## src/fcf_pkg.sv

```systemverilog
package fcf_pkg;

  localparam int FCF_MAX_TAPS_DEF = 256;

  localparam int FCF_SAMPLE_W   = 32;
  localparam int FCF_COEF_W     = 16;
  localparam int FCF_IDX_W      = 8;
  localparam int FCF_TAPCNT_W   = 9;
  localparam int FCF_SHIFT_W    = 6;
  localparam int FCF_TOTAL_W    = 7;
  localparam int FCF_MAX_LSHIFT = 15;

  localparam int FCF_CFG_IDX_W  = 1;
  localparam int FCF_CFG_DATA_W = 9;

  localparam logic [FCF_CFG_IDX_W-1:0] CFG_TAP_COUNT    = 1'd0;
  localparam logic [FCF_CFG_IDX_W-1:0] CFG_OUTPUT_SHIFT = 1'd1;

  localparam logic FCF_MODE_FILTER = 1'b0;
  localparam logic FCF_MODE_COEF   = 1'b1;

  // Q1.15 coefficients: products are renormalized by 15 bits
  localparam logic signed [FCF_TOTAL_W-1:0] FCF_BASE_SHIFT = 7'sd15;
  localparam logic signed [FCF_SHIFT_W-1:0] FCF_SHIFT_LIM  = 6'sd30;

  typedef enum logic [2:0] {
    S_IDLE,
    S_RUN,
    S_DRAIN,
    S_SHIFT,
    S_OUT
  } fcf_state_t;

  typedef struct packed {
    logic clear;   // zero the accumulator
    logic issue;   // a tap read was issued this cycle
    logic tap_ok;  // history entry of this tap has been written since reset
    logic y_acc;   // load the scaled accumulator into the result register
    logic y_pass;  // load the incoming sample into the result register
  } dp_ctl_t;

endpackage

```

## src/fcf_datapath.sv

```systemverilog
module fcf_datapath
  import fcf_pkg::*;
#(
  parameter int ACC_W = 57
) (
  input  logic                            clk,
  input  logic                            rst_n,
  input  dp_ctl_t                         ctl,
  input  logic        [FCF_COEF_W-1:0]    coef_rd,
  input  logic        [FCF_SAMPLE_W-1:0]  hist_rd,
  input  logic signed [FCF_TOTAL_W-1:0]   total_shift,
  input  logic signed [FCF_SAMPLE_W-1:0]  pass_sample,
  output logic                            busy,
  output logic signed [FCF_SAMPLE_W-1:0]  res_sample,
  output logic                            res_sat
);

  localparam int PROD_W = FCF_COEF_W + FCF_SAMPLE_W;
  localparam int Y_W    = ACC_W + FCF_MAX_LSHIFT;

  logic                      issue_r;
  logic                      ok_r;
  logic                      prod_v_r;
  logic signed [PROD_W-1:0]  prod_r;
  logic signed [PROD_W-1:0]  prod_nxt;
  logic signed [ACC_W-1:0]   acc_r;
  logic signed [Y_W-1:0]     acc_ext;
  logic signed [Y_W-1:0]     y_r;
  logic signed [Y_W-1:0]     y_nxt;
  logic [FCF_TOTAL_W-1:0]    neg_total;
  logic                      all_ones;
  logic                      all_zeros;

  // RAM data shows up in the cycle after the issue; zero taps that reach unwritten history
  always_comb begin
    if (ok_r) begin
      prod_nxt = $signed(coef_rd) * $signed(hist_rd);
    end else begin
      prod_nxt = '0;
    end
  end

  assign acc_ext   = Y_W'(acc_r);
  assign neg_total = FCF_TOTAL_W'(-total_shift);

  always_comb begin
    if (!total_shift[FCF_TOTAL_W-1]) begin
      y_nxt = acc_ext >>> total_shift[FCF_TOTAL_W-2:0];
    end else begin
      y_nxt = acc_ext <<< neg_total[3:0];
    end
  end

  always_ff @(posedge clk) begin
    if (!rst_n) begin
      issue_r  <= 1'b0;
      prod_v_r <= 1'b0;
    end else begin
      issue_r  <= ctl.issue;
      prod_v_r <= issue_r;
    end
  end

  always_ff @(posedge clk) begin
    ok_r   <= ctl.tap_ok;
    prod_r <= prod_nxt;
    if (ctl.clear) begin
      acc_r <= '0;
    end else if (prod_v_r) begin
      acc_r <= acc_r + ACC_W'(prod_r);
    end
    if (ctl.y_acc) begin
      y_r <= y_nxt;
    end else if (ctl.y_pass) begin
      y_r <= Y_W'(pass_sample);
    end
  end

  assign busy = issue_r | prod_v_r;

  // in range when every bit above bit 30 equals the sign
  assign all_ones  = &y_r[Y_W-1:FCF_SAMPLE_W-1];
  assign all_zeros = ~|y_r[Y_W-1:FCF_SAMPLE_W-1];
  assign res_sat   = ~(all_ones | all_zeros);

  always_comb begin
    if (!res_sat) begin
      res_sample = y_r[FCF_SAMPLE_W-1:0];
    end else if (y_r[Y_W-1]) begin
      res_sample = {1'b1, {(FCF_SAMPLE_W-1){1'b0}}};
    end else begin
      res_sample = {1'b0, {(FCF_SAMPLE_W-1){1'b1}}};
    end
  end

endmodule

```

## config.mk

```make
export PLATFORM = sky130hd
export DESIGN_NAME = fcf_datapath
export DESIGN_NICKNAME = d
export VERILOG_FILES = /design/src/fcf_pkg.sv /design/src/fcf_datapath.sv
export SDC_FILE = /design/constraint.sdc
export NUM_CORES = 2
export LEC_CHECK = 0
export ABC_CLOCK_PERIOD_IN_PS = 6200
export BUFFER_PORTS_ARGS = -buffer_cell sky130_fd_sc_hd__buf_2
export CORE_ASPECT_RATIO = 0.5
export CORE_MARGIN = 8
export CORE_UTILIZATION = 50
export CTS_BUF_LIST = sky130_fd_sc_hd__clkbuf_8
export CTS_CLUSTER_SIZE = 25
export DETAILED_ROUTE_END_ITERATION = 16
export GPL_TIMING_DRIVEN = 0
export PLACE_DENSITY = 0.69
export SLEW_MARGIN = 20
export SYNTH_ARGS = -nofsm -noshare
export SYNTH_HDL_FRONTEND = slang
export SYNTH_SLANG_ARGS = --single-unit
```

## constraint.sdc

```tcl
create_clock -name clk -period 6.2 [get_ports clk]
set_clock_uncertainty 0.1 [all_clocks]
set_input_delay 0.93 -clock clk [delete_from_list [all_inputs] [get_ports clk]]
set_output_delay 0.93 -clock clk [all_outputs]
set_load 0.005 [all_outputs]
```

# Word level (Yosys, flattened, before mapping)
# Cells that the tools add are included.
dict set report classes {
  n_mux 5
  multipliers 1
  shifts 2
  n_bitwise 3
  n_reduce_logical 4
  add_sub_neg 2
}
# operator n
set op_table {}
lappend op_table {{72-bit 2-to-1 mux} 3}
lappend op_table {{57-bit by 4-bit <<< shifter with 72-bit output} 1}
lappend op_table {{57-bit by 6-bit >>> shifter with 72-bit output} 1}
lappend op_table {{32-bit 2-to-1 mux} 2}
lappend op_table {{57-bit by 48-bit adder with 57-bit output} 1}
lappend op_table {{16-bit by 32-bit multiplier with 48-bit output} 1}
lappend op_table {{41-bit AND reduction} 1}
lappend op_table {{41-bit OR reduction} 1}
lappend op_table {{4-bit negation} 1}
lappend op_table {{1-bit bitwise OR} 2}
lappend op_table {{2-bit nonzero test} 1}
lappend op_table {{1-bit logical NOT} 1}
lappend op_table {{1-bit inverter} 1}
dict set report word_totals {
  elab_cells 23
  output_inout_bits 34
  inputBits 94
  register_bits 180
}

# Logic depth before layout (Yosys ltp)
dict set report logic_depth {
  depth_word 4
  ltp_mapped 26
  ltp_nobuf 25
}

# Worst setup path after synthesis
# Ideal clock, no wire load.
dict set report synth_timing {
  path_type {input to register}
  start {input port hist_rd[23]}
  end {register prod_r[45]}
  path_buffers 2
  setup_slack_ps -592
  arrival_ps 6610
  cell_stages 23
  cell_sequence {clkbuf_1 -> nand2_1 -> fa_1 -> fa_1 -> fa_1 -> inv_1 -> fa_1 -> fa_1 -> inv_1 -> fa_1 -> inv_1 -> ha_1 -> clkbuf_2 -> and3_1 -> nand2_1 -> or4_1 -> o21bai_1 -> o21ai_0 -> nand2_1 -> a21oi_1 -> o31ai_1 -> mux2_2 -> o2111ai_1}
}
dict set report synth_via {
  elab_chain_len 1
}
# element line
set synth_lines {}
lappend synth_lines {{start: declaration} fcf_datapath.sv:10} ;# input logic [FCF_SAMPLE_W-1:0] hist_rd,
lappend synth_lines {{16-bit by 32-bit multiplier with 48-bit output} fcf_datapath.sv:37} ;# prod_nxt = $signed(coef_rd) * $signed(hist_rd);
lappend synth_lines {{end signal: assignment} fcf_datapath.sv:66} ;# prod_r <= prod_nxt;
lappend synth_lines {{end: declaration} fcf_datapath.sv:24} ;# logic signed [PROD_W-1:0] prod_r;
# No other way between the ends.
# A chain may end at the register's enable or synchronous reset.

# Worst setup path after layout
dict set report layout_timing {
  start {input port hist_rd[14]}
  end {register prod_r[45]}
}
# Same word-level chain as after synthesis.

==> out/summary.md <==
The flow ran to the end, but the final reports show violations. The checks that failed: setup timing. TritonCTS built the clock tree.

The run gives 3,201 as the initial detailed-routing violation count. For this run, the slowest stage of the critical path takes 0.59 ns. The number of buffers between clock root and the deepest sink is 2, and the clock slew seen by the registers of the worst setup and hold paths is 0.10 ns. The floorplan core area was 67,400 um^2. The tools report the first-pass GRT wire length as 185,700 um.

The critical path in this run is classified as in -> reg. Entering global routing, the biggest net connects 59 pins. The tools report the critical path endpoint category as a flip-flop.

For this run, the leading register cell type out of synthesis is sky130_fd_sc_hd__dfxtp_1. Average cell area after synthesis: 8.364 um^2. The final layout contains 5,096 nets. The largest total area in the synthesized netlist belongs to sky130_fd_sc_hd__fa_1.

The type of the worst min-delay path is reg -> reg. The proportion of synthesized chip area in sequential cells was 0.1262; the instance count of the mapped netlist was 4,096. Setup repair after global routing could not meet its margin everywhere. The count of flip-flops with a built-in enable after synthesis works out to 72. The top-area cell type share of the netlist area was 0.2846; the clock sink count was 180.

The tools report the number of vias in the routed layout as 31,120. The die span in x was 386.2 um. Arrival time of data at the critical path endpoint: 7.00 ns.

Summing all flip-flop and latch instances after layout gives 4324 um^2. By area the synthesized netlist is led by sky130_fd_sc_hd__fa_1 (28%), sky130_fd_sc_hd__nand2_1 (6.8%), sky130_fd_sc_hd__inv_1 (6.4%), sky130_fd_sc_hd__dfxtp_1 (6.3%), sky130_fd_sc_hd__edfxtp_1 (6.3%). The HPWL after detailed placement is 98,730 um. For the number of H-tree levels, the log shows 4. Derived from the worst setup path, the maximum achievable clock frequency is 0.1503 GHz.

Walking the worst path, the cells encountered are buf_8, clkbuf_16, buf_4, nand2_1, fa_1, inv_1, fa_1, fa_1, fa_1, fa_1, inv_2, fa_1, inv_2, ha_4, nand4_1, nor4_4, nand3_2, o31ai_4, o21ai_2, nand2_2, a21oi_4, o31ai_4, mux2_4, o2111ai_2. Along the worst path, the maximum fanout reaches 7. After the flow finishes, the layout carries non-filler instances totaling 5,256. The number of different library cells in the post-synthesis netlist came out at 97.

The final worst-path setup slack came out at -0.4529 ns. The relative slew slack is 0.3318, and the number of max-cap violations is 0. Subtracting the final worst setup slack from the clock period gives 6.653 ns.

After filler insertion, the fill cell instance count of the layout stands at 6,027. The kind of start point of the critical path is an input pin. Buffers inserted during clock tree synthesis total 17. The register bit count reported by yosys came out at 180. After detailed routing, the average wire length per cell comes to 23.81 um. The pre-antenna-repair detailed-routing pass consisted of 6 iterations. The weighted congestion reported at the end of routability-driven placement is 1.028. In this run the critical register-to-register path is launched from acc_r[0]$_SDFFE_PP0P_. The number of instances in the placed design was 5,116; the worst reg-to-reg path cell count was 13. The final max-slew violation count is 0.

The endpoint identified for the worst register-to-register timing path is acc_r[56]$_SDFFE_PP0P_. The clock latency on the worst-skew pair is 0.54 ns. The endpoint of the most critical setup path was prod_r[45]$_SDFF_PN0_. The tools report the net count of the mapped netlist as 4,848. Data on the critical path is required at its endpoint by 6.55 ns. Full die area: 77,660 um^2. In this run the register-to-register setup slack is 2.20 ns. The logs give 1 for the initial antenna violation count and 128 for the number of ports placed on the die boundary. Initial core utilization: 0.5083. In the final layout, the multi-input gates occupy 27,550 um^2. The number of hold violations in the final report was 0. The via count of the first global-routing pass was 30,720. Total of warnings raised by yosys: 0. CTS placed an instance of sky130_fd_sc_hd__clkbuf_8 at the clock tree root. Most used cell along the critical path: sky130_fd_sc_hd__fa_1. The fraction of registers with async set/reset was 0; the residual antenna-violating net count after detailed routing was 0. The total wirelength of the detailed-routed design is 125,100 um, and the transition time of the tightest slew-check pin is 1.002 ns. The synthesized netlist occupies a cell area of 34,260 um^2. Setup violations remaining at the end of the flow were counted as 22.

The ratio of final minimum period to clock period works out to 1.073. The start point of the critical path is hist_rd[14]. The number of core rows was 67. The total routing usage reported by global routing is 0.3079, and the die boundary height is 201.1 um. For this run, design rule violations remaining after detail routing come to 0.

The share of cells above drive strength 1 was 0.1519; the layout overhead on the synthesized area was 14.95%. Among all stages on the critical path, the largest delay is contributed by sky130_fd_sc_hd__fa_1. Number of port buffers: 122.

For the global-route congestion overflow total, the log shows 0. Dividing the detail-routed via count by the number of cells gives 5.920.
[Yosys cell counts (72+ instances only)]
library cell and number:
sky130_fd_sc_hd__a21o_1 95, sky130_fd_sc_hd__and2_1 225, sky130_fd_sc_hd__a21oi_1 213, sky130_fd_sc_hd__ha_1 171
sky130_fd_sc_hd__clkbuf_1 193, sky130_fd_sc_hd__nand2_1 619, sky130_fd_sc_hd__o21ai_0 180, sky130_fd_sc_hd__nor2_1 274
sky130_fd_sc_hd__inv_1 585, sky130_fd_sc_hd__dfxtp_1 108, sky130_fd_sc_hd__edfxtp_1 72, sky130_fd_sc_hd__mux2i_1 148
sky130_fd_sc_hd__fa_1 487
[worst min path at each step]
stage                             from             endpoint  cells past startpoint
floorplan           issue_r$_SDFF_PN0_  prod_v_r$_SDFF_PN0_                      1
global placement    issue_r$_SDFF_PN0_  prod_v_r$_SDFF_PN0_                      1
detailed placement  issue_r$_SDFF_PN0_  prod_v_r$_SDFF_PN0_                      1
CTS                 issue_r$_SDFF_PN0_  prod_v_r$_SDFF_PN0_                      1
global route                    ctl[2]         ok_r$_DFF_P_                      1
finish              issue_r$_SDFF_PN0_  prod_v_r$_SDFF_PN0_                      1
[cell families (layout without fill, tap and decap cells)]
kind of cell             Yosys count  count (layout)  share of synthesized area
multiplexers                     234             234                    0.09145
flip-flops                       180             180                     0.1262
AND/OR/NAND/NOR                 1357            1357                     0.1818
adder cells (fa/ha/maj)          658             658                     0.3470
AO/OA/AOI/OAI                    745             745                     0.1386
buffers and inverters            841            1102                    0.09422
other                              0               2                          0
XOR/XNOR                          81              81                    0.02071
[registers in the layout (all words and copies together) (netlist names)]
register / count
issue_r: 1
y_r: 72
ok_r: 1
prod_v_r: 1
acc_r: 57
prod_r: 48
[repair_timing]
action	in CTS	in global routing
hold buffers	0	0
pin swaps	41	75
setup endpoints to repair	29	26
gates resized for setup	226	188
gates cloned	1	9
buffers inserted	37	66
[through the flow]
| step | setup WS (ns) | cell area (um^2) | utilization | setup TNS [ns] | hold slack (ns) |
|---|---|---|---|---|---|
| after floorplan | -0.3811 | 34690 | - | -1.367 | 0.3209 |
| after global placement | -1.737 | 36420 | 0.5404 | -34.97 | 0.3563 |
| after detailed placement | -1.785 | 36450 | 0.5409 | -36.32 | 0.3462 |
| after CTS | -0.3687 | 38190 | 0.5667 | -2.292 | 0.3709 |
| after global routing | -0.6460 | 39380 | 0.5843 | -8.977 | 0.3799 |
| final | -0.4529 | 39380 | 0.5843 | -4.613 | 0.3717 |
[critical path: cells and delay by family]
kind                       cells  cell delay (ns)
adders and majority gates      7             3.46
and+or+nand+nor                5             0.92
AOI/OAI and AO/OA              5             0.83
buffers and inverters          6             0.53
muxes                          1             0.33
[final cells by class]
cell class / instances / area share
flip-flops and latches: 180 / 0.1098
plain buffers: 247 / 0.04692
inverters: 589 / 0.05633
repair buffers: 234 / 0.04712
clock inverters: 13 / 0.005020
multi-input cells: 3075 / 0.6995
well taps: 897 / 0.02850
diodes: 2 / 0.0001271
clock buffers: 19 / 0.006640
[per-layer routing]
layer,up-vias,part of all wire,global-route usage
met3,421,0.099,0.06091
met4,0,0.060,0.1482
met2,1744,0.43,0.4687
met1,15050,0.41,0.4198
met5,-,0,0
li1,13900,-,-
[layout by cell type (no fill, tap or decap), types with 26 or more instances in the layout]
cell type	n
sky130_fd_sc_hd__and2_1	207
sky130_fd_sc_hd__mux4_2	60
sky130_fd_sc_hd__nor3_1	27
sky130_fd_sc_hd__nand2b_1	30
sky130_fd_sc_hd__a21o_1	95
sky130_fd_sc_hd__buf_4	96
sky130_fd_sc_hd__clkbuf_1	113
sky130_fd_sc_hd__dfxtp_1	108
sky130_fd_sc_hd__fa_1	456
sky130_fd_sc_hd__ha_1	149
sky130_fd_sc_hd__nand2_1	609
sky130_fd_sc_hd__buf_6	38
sky130_fd_sc_hd__edfxtp_1	72
sky130_fd_sc_hd__mux2i_1	148
sky130_fd_sc_hd__a31oi_1	36
sky130_fd_sc_hd__buf_1	28
sky130_fd_sc_hd__clkbuf_8	26
sky130_fd_sc_hd__a21oi_1	189
sky130_fd_sc_hd__inv_1	565
sky130_fd_sc_hd__buf_2	119
sky130_fd_sc_hd__nand3_1	53
sky130_fd_sc_hd__clkbuf_16	27
sky130_fd_sc_hd__xnor2_1	53
sky130_fd_sc_hd__fa_2	31
sky130_fd_sc_hd__o21ai_0	170
sky130_fd_sc_hd__o211ai_1	42
sky130_fd_sc_hd__nand4_1	29
sky130_fd_sc_hd__a211oi_1	35
sky130_fd_sc_hd__xor2_1	27
sky130_fd_sc_hd__nor2_1	267
Power is not shown: default switching activity piles up to over one toggle a cycle in this logic, so the estimate is an artifact.
